==> src/rtl/i2c_master_bit_sequencer_macros.svh <==
// Assertion macros for the I2C master bit sequencer.
// Clock and reset are the block's own aclk and aresetn.
`ifndef I2C_MASTER_BIT_SEQUENCER_MACROS_SVH
`define I2C_MASTER_BIT_SEQUENCER_MACROS_SVH

`ifndef SYNTH

// Checked property, switched off while reset is asserted.
`define I2CMS_ASSERT(lbl, prop, msg) \
    lbl: assert property (@(posedge aclk) disable iff (!aresetn) prop) else $error(msg);

// Checked property that also holds during reset.
`define I2CMS_ASSERT_ALWAYS(lbl, prop, msg) \
    lbl: assert property (@(posedge aclk) prop) else $error(msg);

`else

`define I2CMS_ASSERT(lbl, prop, msg)
`define I2CMS_ASSERT_ALWAYS(lbl, prop, msg)

`endif

`endif

==> src/rtl/i2cms_pkg.sv <==
`default_nettype none

package i2cms_pkg;

    // Command codes carried in the operation field.
    localparam logic [2:0] OP_START    = 3'd0;
    localparam logic [2:0] OP_STOP     = 3'd1;
    localparam logic [2:0] OP_WRITE    = 3'd2;
    localparam logic [2:0] OP_READ     = 3'd3;
    localparam logic [2:0] OP_WAIT_ACK = 3'd4;

    // Reset value of the acknowledge poll limit.
    localparam logic [9:0] POLL_LIMIT_RESET = 10'd100;

    // Number of data bits in one byte transfer.
    localparam logic [3:0] BITS_PER_BYTE = 4'd8;

    // Sequencer phases, one per bus slot.
    typedef enum logic [4:0] {
        PH_IDLE  = 5'd0,
        PH_ST0   = 5'd1,
        PH_ST1   = 5'd2,
        PH_ST2   = 5'd3,
        PH_SP0   = 5'd4,
        PH_SP1   = 5'd5,
        PH_SP2   = 5'd6,
        PH_WRA   = 5'd7,
        PH_WRB   = 5'd8,
        PH_WRC   = 5'd9,
        PH_RDA   = 5'd10,
        PH_RDB   = 5'd11,
        PH_AK0   = 5'd12,
        PH_AK1   = 5'd13,
        PH_AK2   = 5'd14,
        PH_WRISE = 5'd15,
        PH_WPOLL = 5'd16,
        PH_WEND  = 5'd17
    } phase_t;

    // One timing slot as accepted from the input channel.
    typedef struct packed {
        logic       cmd_valid;
        logic [2:0] operation;
        logic [7:0] write_byte;
        logic       send_ack;
        logic       sda_in;
    } item_t;

    // One result; packed so that scl_out sits in bit 0.
    typedef struct packed {
        logic       ack_timeout;
        logic [7:0] read_data;
        logic       done_res;
        logic       busy_res;
        logic       sda_out;
        logic       scl_out;
    } result_t;

endpackage

`default_nettype wire

==> src/rtl/i2cms_core.sv <==
`default_nettype none

`include "i2c_master_bit_sequencer_macros.svh"

module i2cms_core (
    input  wire logic              aclk,
    input  wire logic              aresetn,
    input  wire logic              step_en,
    input  wire i2cms_pkg::item_t  item,
    input  wire logic [9:0]        poll_limit,
    output i2cms_pkg::result_t     res
);

    i2cms_pkg::phase_t phase_reg, phase_next, phase_eff;
    logic [3:0] bit_count_reg, bit_count_next, bit_eff, bit_inc;
    logic [7:0] shift_reg, shift_next, shift_eff;
    logic [9:0] poll_count_reg, poll_count_next, poll_eff;
    logic       scl_level_reg, scl_level_next;
    logic       sda_level_reg, sda_level_next;
    logic       ack_choice_reg, ack_choice_next, ack_eff;
    logic       timeout_seen_reg, timeout_seen_next, tmo_eff;
    logic [7:0] last_read_reg, last_read_next;
    logic       busy, done, tmo_out, ack_level;

    // Command pickup, then one phase of the bus sequence for this slot.
    always_comb begin
        phase_eff = phase_reg;
        bit_eff   = bit_count_reg;
        shift_eff = shift_reg;
        poll_eff  = poll_count_reg;
        ack_eff   = ack_choice_reg;
        tmo_eff   = timeout_seen_reg;

        if (phase_reg == i2cms_pkg::PH_IDLE && item.cmd_valid) begin
            if (item.operation inside {[i2cms_pkg::OP_START:i2cms_pkg::OP_WAIT_ACK]}) begin
                bit_eff  = '0;
                poll_eff = '0;
                tmo_eff  = 1'b0;
            end
            case (item.operation)
                i2cms_pkg::OP_START: begin
                    phase_eff = i2cms_pkg::PH_ST0;
                end
                i2cms_pkg::OP_STOP: begin
                    phase_eff = i2cms_pkg::PH_SP0;
                end
                i2cms_pkg::OP_WRITE: begin
                    phase_eff = i2cms_pkg::PH_WRA;
                    shift_eff = item.write_byte;
                end
                i2cms_pkg::OP_READ: begin
                    phase_eff = i2cms_pkg::PH_RDA;
                    shift_eff = '0;
                    ack_eff   = item.send_ack;
                end
                i2cms_pkg::OP_WAIT_ACK: begin
                    phase_eff = i2cms_pkg::PH_WRISE;
                end
                default: begin
                    phase_eff = i2cms_pkg::PH_IDLE;
                end
            endcase
        end

        phase_next        = phase_eff;
        bit_count_next    = bit_eff;
        shift_next        = shift_eff;
        poll_count_next   = poll_eff;
        ack_choice_next   = ack_eff;
        timeout_seen_next = tmo_eff;
        last_read_next    = last_read_reg;
        scl_level_next    = scl_level_reg;
        sda_level_next    = sda_level_reg;
        busy              = 1'b1;
        done              = 1'b0;
        tmo_out           = 1'b0;
        bit_inc           = bit_eff + 4'd1;
        ack_level         = ~ack_eff;

        case (phase_eff)
            i2cms_pkg::PH_IDLE: begin
                busy = 1'b0;
            end
            i2cms_pkg::PH_ST0: begin
                scl_level_next = 1'b1;
                sda_level_next = 1'b1;
                phase_next     = i2cms_pkg::PH_ST1;
            end
            i2cms_pkg::PH_ST1: begin
                scl_level_next = 1'b1;
                sda_level_next = 1'b0;
                phase_next     = i2cms_pkg::PH_ST2;
            end
            i2cms_pkg::PH_ST2: begin
                scl_level_next = 1'b0;
                sda_level_next = 1'b0;
                done           = 1'b1;
                phase_next     = i2cms_pkg::PH_IDLE;
            end
            i2cms_pkg::PH_SP0: begin
                scl_level_next = 1'b0;
                sda_level_next = 1'b0;
                phase_next     = i2cms_pkg::PH_SP1;
            end
            i2cms_pkg::PH_SP1: begin
                scl_level_next = 1'b1;
                sda_level_next = 1'b0;
                phase_next     = i2cms_pkg::PH_SP2;
            end
            i2cms_pkg::PH_SP2: begin
                scl_level_next    = 1'b1;
                sda_level_next    = 1'b1;
                done              = 1'b1;
                tmo_out           = tmo_eff;
                timeout_seen_next = 1'b0;
                phase_next        = i2cms_pkg::PH_IDLE;
            end
            i2cms_pkg::PH_WRA: begin
                scl_level_next = 1'b0;
                sda_level_next = shift_eff[7];
                phase_next     = i2cms_pkg::PH_WRB;
            end
            i2cms_pkg::PH_WRB: begin
                scl_level_next = 1'b1;
                sda_level_next = shift_eff[7];
                phase_next     = i2cms_pkg::PH_WRC;
            end
            i2cms_pkg::PH_WRC: begin
                scl_level_next = 1'b0;
                sda_level_next = shift_eff[7];
                shift_next     = {shift_eff[6:0], 1'b0};
                if (bit_inc >= i2cms_pkg::BITS_PER_BYTE) begin
                    bit_count_next = '0;
                    done           = 1'b1;
                    phase_next     = i2cms_pkg::PH_IDLE;
                end else begin
                    bit_count_next = bit_inc;
                    phase_next     = i2cms_pkg::PH_WRA;
                end
            end
            i2cms_pkg::PH_RDA: begin
                scl_level_next = 1'b0;
                sda_level_next = 1'b1;
                phase_next     = i2cms_pkg::PH_RDB;
            end
            i2cms_pkg::PH_RDB: begin
                scl_level_next = 1'b1;
                sda_level_next = 1'b1;
                shift_next     = {shift_eff[6:0], item.sda_in};
                if (bit_inc >= i2cms_pkg::BITS_PER_BYTE) begin
                    bit_count_next = '0;
                    phase_next     = i2cms_pkg::PH_AK0;
                end else begin
                    bit_count_next = bit_inc;
                    phase_next     = i2cms_pkg::PH_RDA;
                end
            end
            i2cms_pkg::PH_AK0: begin
                scl_level_next = 1'b0;
                sda_level_next = ack_level;
                phase_next     = i2cms_pkg::PH_AK1;
            end
            i2cms_pkg::PH_AK1: begin
                scl_level_next = 1'b1;
                sda_level_next = ack_level;
                phase_next     = i2cms_pkg::PH_AK2;
            end
            i2cms_pkg::PH_AK2: begin
                scl_level_next = 1'b0;
                sda_level_next = ack_level;
                done           = 1'b1;
                last_read_next = shift_eff;
                phase_next     = i2cms_pkg::PH_IDLE;
            end
            i2cms_pkg::PH_WRISE: begin
                scl_level_next = 1'b1;
                sda_level_next = 1'b1;
                phase_next     = i2cms_pkg::PH_WPOLL;
            end
            i2cms_pkg::PH_WPOLL: begin
                scl_level_next = 1'b1;
                sda_level_next = 1'b1;
                if (!item.sda_in) begin
                    phase_next = i2cms_pkg::PH_WEND;
                end else if (poll_eff >= poll_limit) begin
                    timeout_seen_next = 1'b1;
                    phase_next        = i2cms_pkg::PH_SP0;
                end else begin
                    poll_count_next = poll_eff + 10'd1;
                end
            end
            i2cms_pkg::PH_WEND: begin
                scl_level_next = 1'b0;
                sda_level_next = 1'b1;
                done           = 1'b1;
                phase_next     = i2cms_pkg::PH_IDLE;
            end
            default: begin
                busy       = 1'b0;
                phase_next = i2cms_pkg::PH_IDLE;
            end
        endcase

        res.scl_out     = scl_level_next;
        res.sda_out     = sda_level_next;
        res.busy_res    = busy;
        res.done_res    = done;
        res.read_data   = last_read_next;
        res.ack_timeout = tmo_out;
    end

    // Sequencer state, advanced once per processed slot.
    always_ff @(posedge aclk) begin
        if (!aresetn) begin
            phase_reg        <= i2cms_pkg::PH_IDLE;
            bit_count_reg    <= '0;
            shift_reg        <= '0;
            poll_count_reg   <= '0;
            scl_level_reg    <= 1'b1;
            sda_level_reg    <= 1'b1;
            ack_choice_reg   <= 1'b0;
            timeout_seen_reg <= 1'b0;
            last_read_reg    <= '0;
        end else if (step_en) begin
            phase_reg        <= phase_next;
            bit_count_reg    <= bit_count_next;
            shift_reg        <= shift_next;
            poll_count_reg   <= poll_count_next;
            scl_level_reg    <= scl_level_next;
            sda_level_reg    <= sda_level_next;
            ack_choice_reg   <= ack_choice_next;
            timeout_seen_reg <= timeout_seen_next;
            last_read_reg    <= last_read_next;
        end
    end

    // A completed command always returns the sequencer to idle.
    `I2CMS_ASSERT(a_done_to_idle, step_en && res.done_res |=> phase_reg == i2cms_pkg::PH_IDLE, "done without return to idle")
    // A timeout is only ever reported on the final slot of a command.
    `I2CMS_ASSERT(a_timeout_with_done, step_en && res.ack_timeout |-> res.done_res && res.busy_res, "timeout flag outside a completing slot")
    // The bit counter never passes a full byte.
    `I2CMS_ASSERT(a_bit_count_range, bit_count_reg <= i2cms_pkg::BITS_PER_BYTE, "bit counter out of range")

endmodule

`default_nettype wire

==> src/rtl/i2c_master_bit_sequencer.sv <==
// A slot accepted into the input register is stepped by the sequencer and its result is
// registered into the result buffer head, which drives m_tdata.
// Throughput: one slot per cycle while the result buffer has room; the input register
// feeds the sequencer and a two-entry result buffer, and input stalls once both entries fill.
// Reset (aresetn low, synchronous): sequencer idle with SCL and SDA released, poll limit 100,
// input register and result buffer empty.
`default_nettype none

`include "i2c_master_bit_sequencer_macros.svh"

module i2c_master_bit_sequencer (
    input  wire logic        aclk,
    input  wire logic        aresetn,
    // Input slot channel.
    input  wire logic        s_tvalid,
    output logic             s_tready,
    input  wire logic [15:0] s_tdata,  // [7:0] write_byte, [8] send_ack, [9] sda_in, rest zero
    input  wire logic [3:0]  s_tuser,  // [0] cmd_valid, [3:1] operation
    // Result channel.
    output logic             m_tvalid,
    input  wire logic        m_tready,
    output logic [15:0]      m_tdata,  // [0] scl_out, [1] sda_out, [2] busy_res, [3] done_res,
                                       // [11:4] read_data, [12] ack_timeout, rest zero
    // Poll limit register write.
    input  wire logic        cfg_valid,
    output logic             cfg_ready,
    input  wire logic [9:0]  cfg_data
);

    logic                 in_valid_reg, in_valid_next;
    i2cms_pkg::item_t     in_item_reg, in_item_next;
    logic [9:0]           poll_limit_reg;
    logic                 head_valid_reg, head_valid_next;
    logic                 skid_valid_reg, skid_valid_next;
    i2cms_pkg::result_t   head_reg, head_next;
    i2cms_pkg::result_t   skid_reg, skid_next;
    i2cms_pkg::result_t   step_res;
    logic                 s_accept, pop, can_push, advance;

    // Handshake control.
    assign pop       = head_valid_reg && m_tready;
    assign can_push  = !skid_valid_reg || pop;
    assign advance   = in_valid_reg && can_push;
    assign s_tready  = !in_valid_reg || advance;
    assign s_accept  = s_tvalid && s_tready;
    assign cfg_ready = 1'b1;
    assign m_tvalid  = head_valid_reg;
    assign m_tdata   = {3'b000, head_reg};

    // Input register.
    always_comb begin
        in_valid_next = in_valid_reg;
        in_item_next  = in_item_reg;
        if (s_accept) begin
            in_valid_next          = 1'b1;
            in_item_next.cmd_valid  = s_tuser[0];
            in_item_next.operation  = s_tuser[3:1];
            in_item_next.write_byte = s_tdata[7:0];
            in_item_next.send_ack   = s_tdata[8];
            in_item_next.sda_in     = s_tdata[9];
        end else if (advance) begin
            in_valid_next = 1'b0;
        end
    end

    always_ff @(posedge aclk) begin
        if (!aresetn) begin
            in_valid_reg <= 1'b0;
        end else begin
            in_valid_reg <= in_valid_next;
        end
        in_item_reg <= in_item_next;
    end

    // Poll limit register.
    always_ff @(posedge aclk) begin
        if (!aresetn) begin
            poll_limit_reg <= i2cms_pkg::POLL_LIMIT_RESET;
        end else if (cfg_valid && cfg_ready) begin
            poll_limit_reg <= cfg_data;
        end
    end

    // Sequencer step for the registered slot.
    i2cms_core u_core (
        .aclk       (aclk),
        .aresetn    (aresetn),
        .step_en    (advance),
        .item       (in_item_reg),
        .poll_limit (poll_limit_reg),
        .res        (step_res)
    );

    // Two-entry result buffer: head drives the port, skid catches a result while head stalls.
    always_comb begin
        head_valid_next = head_valid_reg;
        skid_valid_next = skid_valid_reg;
        head_next       = head_reg;
        skid_next       = skid_reg;
        if (pop) begin
            if (skid_valid_reg) begin
                head_next       = skid_reg;
                skid_valid_next = advance;
                skid_next       = step_res;
            end else begin
                head_valid_next = advance;
                head_next       = step_res;
            end
        end else if (advance) begin
            if (!head_valid_reg) begin
                head_valid_next = 1'b1;
                head_next       = step_res;
            end else begin
                skid_valid_next = 1'b1;
                skid_next       = step_res;
            end
        end
    end

    always_ff @(posedge aclk) begin
        if (!aresetn) begin
            head_valid_reg <= 1'b0;
            skid_valid_reg <= 1'b0;
        end else begin
            head_valid_reg <= head_valid_next;
            skid_valid_reg <= skid_valid_next;
        end
        head_reg <= head_next;
        skid_reg <= skid_next;
    end

    // The skid entry is only ever occupied behind a waiting head entry.
    `I2CMS_ASSERT(a_skid_behind_head, skid_valid_reg |-> head_valid_reg, "skid entry valid with empty head")
    // A result is never pushed into a full buffer unless the head leaves in the same cycle.
    `I2CMS_ASSERT(a_no_overflow, advance && skid_valid_reg |-> pop, "result buffer overflow")
    // An accepted slot is held in the input register on the following cycle.
    `I2CMS_ASSERT(a_accept_loads, s_accept |=> in_valid_reg, "accepted slot not registered")

endmodule

`default_nettype wire
==> config.mk <==
export PLATFORM = sky130hd
export DESIGN_NAME = i2c_master_bit_sequencer
export DESIGN_NICKNAME = d
export VERILOG_FILES = /design/src/rtl/i2cms_pkg.sv /design/src/rtl/i2cms_core.sv /design/src/rtl/i2c_master_bit_sequencer.sv
export VERILOG_INCLUDE_DIRS = /design/src /design/src/rtl
export SDC_FILE = /design/constraint.sdc
export NUM_CORES = 1
export LEC_CHECK = 0
export BUFFER_PORTS_ARGS = -buffer_cell sky130_fd_sc_hd__buf_2
export CORE_UTILIZATION = 53
export DETAILED_ROUTE_END_ITERATION = 12
export PLACE_DENSITY = 0.76
export SLEW_MARGIN = 20
export SYNTH_ARGS = -nofsm -noshare
export SYNTH_HDL_FRONTEND = slang
export SYNTH_SLANG_ARGS = --single-unit
==> constraint.sdc <==
create_clock -name aclk -period 3.4 [get_ports aclk]
set_clock_uncertainty 0.2 [all_clocks]
set_input_delay 0.51 -clock aclk [delete_from_list [all_inputs] [get_ports aclk]]
set_output_delay 0.51 -clock aclk [all_outputs]
set_load 0.03 [all_outputs]
After elaboration in Yosys (flattened, before gate mapping)
Cells that the tools add are included.
{"block": "word_totals", "word_cells": 139, "register_bits": 92, "in_bits": 35}
{"block": "op_classes", "n_mux": 50, "eq_ne": 24, "reduce_logical": 28, "n_lt_le_gt_ge": 4, "bitwise_logic": 1, "add_sub_neg": 2}
{"op": "13-bit 2-to-1 mux", "count": 8}
{"op": "5-bit case mux with 14 select lines", "count": 1}
{"op": "10-bit 2-to-1 mux", "count": 5}
{"op": "5-bit by 4-bit equality test with 1-bit output, second input constant", "count": 8}
{"op": "8-bit case mux with 2 select lines", "count": 2}
{"op": "5-bit by 3-bit equality test with 1-bit output, second input constant", "count": 4}
{"op": "4-bit case mux with 5 select lines", "count": 1}
{"op": "1-bit 2-to-1 mux", "count": 18}
{"op": "17-bit OR reduction", "count": 1}
{"op": "4-bit 2-to-1 mux", "count": 4}
{"op": "8-bit 2-to-1 mux", "count": 2}
{"op": "5-bit 2-to-1 mux", "count": 3}
{"op": "10-bit by 1-bit adder with 10-bit output, second input constant", "count": 1}
{"op": "5-bit by 2-bit equality test with 1-bit output, second input constant", "count": 2}
{"op": "5-bit equality test, second input constant", "count": 2}
{"op": "10-bit greater-or-equal comparator", "count": 1}
{"op": "5-bit logical NOT", "count": 2}
{"op": "9-bit OR reduction", "count": 1}
{"op": "4-bit OR reduction", "count": 2}
{"op": "8-bit OR reduction", "count": 1}
{"op": "7-bit OR reduction", "count": 1}
{"op": "3-bit by 2-bit equality test with 1-bit output, second input constant", "count": 2}
{"op": "3-bit 2-to-1 mux", "count": 2}
{"op": "1-bit case mux with 2 select lines", "count": 3}
{"op": "20 further kinds", "count": 32}

Logic depth before layout (Yosys ltp)
{"block": "depth", "depth_word": 11, "ltp_mapped": 14, "mapped_depth_nobuf": 11}

By module
Synthesis repeated with hierarchy kept, for this count alone.
{"block": "unflattened", "cells_unflattened": 517, "hier_area_um2": 5116.2}
{"mod": "i2cms_core", "instances": 1, "area_each_um2": 3164.3, "cells_per_inst": 402, "seq_area_each_um2": 780.7}
{"mod": "i2c_master_bit_sequencer", "instances": 1, "area_each_um2": 1951.9, "cells_per_inst": 115, "seq_area_each_um2": 1461.4}

Worst setup path before layout
OpenSTA, ideal clock, no wires.
{"block": "synth_path", "path_type": "reg2reg", "start": "register u_core.phase_reg[1]", "end": "register u_core.poll_count_reg[9]", "path_slack_ns": -0.241, "period_less_slack_ns": 3.641, "setup_ns": 0.115, "t_arrival_ns": 3.326, "required_ns": 3.085, "stages_incl_launch_ff": 14, "n_path_buf": 2, "path_cell_list": "dfxtp_1 > buf_2 > nor4b_4 > nand3_1 > clkbuf_1 > and2_1 > ha_1 > a211oi_1 > nor2_1 > a2111oi_0 > o2111ai_2 > nor4_1 > xnor2_1 > and2_1"}
{"block": "synth_between", "elab_chain_len": 7}
{"element": "start: declaration", "line": "i2cms_core.sv:14", "rtl": "i2cms_pkg::phase_t phase_reg, phase_next, phase_eff;"}
{"element": "start signal: assignment", "line": "i2cms_core.sv:215", "rtl": "phase_reg <= i2cms_pkg::PH_IDLE;"}
{"element": "start signal: assignment", "line": "i2cms_core.sv:225", "rtl": "phase_reg <= phase_next;"}
{"element": "5-bit logical NOT", "line": "i2cms_core.sv:34", "rtl": "if (phase_reg == i2cms_pkg::PH_IDLE && item.cmd_valid) begin"}
{"element": "1-bit logical AND", "line": "i2cms_core.sv:34"}
{"element": "10-bit 2-to-1 mux", "line": "i2cms_core.sv:34"}
{"element": "10-bit by 1-bit adder with 10-bit output / 10-bit greater-or-equal comparator (equally long branches)", "line": "i2cms_core.sv:189, i2cms_core.sv:185"}
{"element": "10-bit 2-to-1 mux", "line": "i2cms_core.sv:185", "rtl": "end else if (poll_eff >= poll_limit) begin"}
{"element": "10-bit 2-to-1 mux", "line": "i2cms_core.sv:183", "rtl": "if (!item.sda_in) begin"}
{"element": "10-bit 2-to-1 mux (*)", "line": "i2cms_core.sv:80", "rtl": "case (phase_eff)"}
{"element": "end signal: assignment", "line": "i2cms_core.sv:228", "rtl": "poll_count_reg <= poll_count_next;"}
{"element": "end: declaration", "line": "i2cms_core.sv:17", "rtl": "logic [9:0] poll_count_reg, poll_count_next, poll_eff;"}
Every way passes the cells marked *; elsewhere a longest branch is shown, timed or not.
A chain may end at the register's enable or synchronous reset.

==> flow_summary.ini <==
[outcome]
status = completed

[route]
route.detailed.drc = 0
drtAntennaViolNets = 0
wire_per_inst_um = 15.9
drtIter0Drc = 148
vias = 3932
vias_per_cell = 5.74
wirelength_um = 10900
dr.pass1.iters = 5

[critical_path]
worstPathRequired_ps = 3310
end_kind = flop
r2r_setup_slack_ps = 250
critical_path_peak_fanout = 20
r2r_cells = 7
worst-setup-path-type = reg2reg
start_kind = flop
r2r-start = in_item_reg[10]
r2r_end = m_tdata[10]
crit_arrival_ps = 3060

[worst_hold_path]
hold_end = in_item_reg[5]
min-delay-start = s_tdata[3]
min_path_cells = 1
hold_path_class = in2reg

[die]
io_pins = 54
die-height_um = 99.1
start_util_pct = 54.3
die_area_mm2 = 0.00982
std_cell_rows = 35
fp.dieW_um = 99.1
coreArea_mm2 = 0.00920

[global_route]
grtUsageTotal_pct = 23.6
gr-total-overflow = 0
antenna_found_initial = 0
grt_util_met2_pct = 41.8
grt_pass1_vias = 3836
grt_busiest_layer = met2
met1_usage_pct = 29.4
grt_max_degree = 31
met3_usage_pct = 4.64
grt_pass1_wl_um = 18200

[pwr]
ir_drop_mv = 0.293
power_density_mw_per_mm2 = 407
leakagePower_nw = 2.20

[clocking]
clock_path_buffers = 2
clk_latency_ps = 370
cts_num_sinks = 92
cts_buffers = 9
root_buffer = clkbuf_8
clk_pin_slew_worst_paths_ps = 100
cts_hold_buf = 0
h-tree-depth = 3
cts_tree = done

[layout]
postLayoutCellArea_mm2 = 0.00562
layout.nets = 616
layout_common_cells = nand2_1 (66), dfxtp_1 (52), buf_2 (43)
antenna_cells = 0
drive_gt1_share_pct = 21.1
final_common_cell = nand2_1
largest_reg_flops = 14
syn2layout_area_growth_pct = 12.4

[timing]
worst_slew_pin_slew_ps = 739
relSlewSlack_pct = 50.6
rsz0062_at_grt = false
setup_viol = 0
final.min_clock_period_ps = 3150
clock.fmax_mhz = 318
period_share_pct = 92.6
drv_slew = 0
hold_violations = 0
tns_ps = 0

[run]
cap_violations = 0

[yosys]
async_flop_share_pct = 0
avgSynthCellArea_um2 = 9.57
yosysSeqAreaShare_pct = 44.9
synth_cells = 522
synth-edff-count = 40
ys_warn_count = 0
synth-seq-cells = 92
netlist_area_mm2 = 0.00500
ys_types = 67
yosys_most_used_dff = dfxtp_1

[place]
place_congestion = 0.939
dpl-instance-area_mm2 = 0.00539
dpl.hpwl_um = 7930
port_buffers = 43
## metrics by stage
stage                     setup slack [ps]  hold slack (ps)  instances  total power [mW]  utilization, %
after global routing                  19.1             89.4        685              2.39            61.1
after global placement                 180              238        667              1.58            58.6
after floorplan                       1.11              233        524              1.48               -
after detailed placement              27.4              247        667              1.59            58.6
final                                  251              109        685              2.29            61.1
after CTS                             88.0             94.1        685              2.31            61.0
## layout make-up
cell class                 instances  area (um^2)
fill                             806         3580
timing repair buffer              68          403
multi-input combinational        377         2560
inverter                          21         78.8
tap                              111          139
clock inverter                     5         40.0
sequential                        92         2240
clock buffer                      11          153
## worst max-delay path: stages (launching register included)
cell	delay, ps
edfxtp_1	390
buf_4	210
or3b_1	480
a31oi_1	290
and2b_1	210
and3_1	420
mux2_2	410
mux2_2	280
## power by group
part / switching, mW / internal (mW)
sequential: 0.0171 / 1.19
clock: 0.405 / 0.318
combinational: 0.221 / 0.133
## cells in the mapped netlist (all sizes together), types with 17 or more instances
cell type	instances	area [um^2]
and2	27	169
clkbuf	19	71.3
dfxtp	52	1040
edfxtp	40	1200
inv	21	78.8
mux2	20	229
mux2i	18	180
nand2	66	248
nand3	17	85.1
nor2	23	86.3
nor2b	17	106
o21ai	34	170
## metal layers
metal  share of wire [%]  vias up
li1                    -     1949
met1                  45     1875
met2                  50       97
met3                 3.8       11
met4                0.97        0
met5                   0        -
## worst max path at each step
stage                              startpoint                  endpoint  cells after the start
after floorplan           u_core.phase_reg[1]  u_core.poll_count_reg[2]                     13
after global placement        in_item_reg[10]       u_core.phase_reg[2]                     12
after detailed placement      in_item_reg[10]  u_core.poll_count_reg[6]                     12
after CTS                     in_item_reg[10]  u_core.poll_count_reg[6]                     12
after global routing          in_item_reg[10]  u_core.poll_count_reg[9]                     13
final                         in_item_reg[10]               m_tdata[10]                      7
## kinds of logic (layout without fill, tap and decap cells)
kind of cell | after synthesis | in the layout | share of synthesized area [%]
compound gates | 111 | 111 | 15.5
mux | 38 | 38 | 8.19
other cells | 2 | 4 | 0.150
xor+xnor | 10 | 10 | 1.75
simple gates | 202 | 202 | 21.8
fa+ha+maj | 12 | 12 | 3.00
buf+inv | 55 | 105 | 4.76
flops | 92 | 92 | 44.9
## repair_timing
action                     CTS  global route
pin swaps                    2             2
setup endpoints to repair    2            10
resized for setup            2             1
setup buffers                2             0
Note: power is estimated with default switching activity, not from simulation.
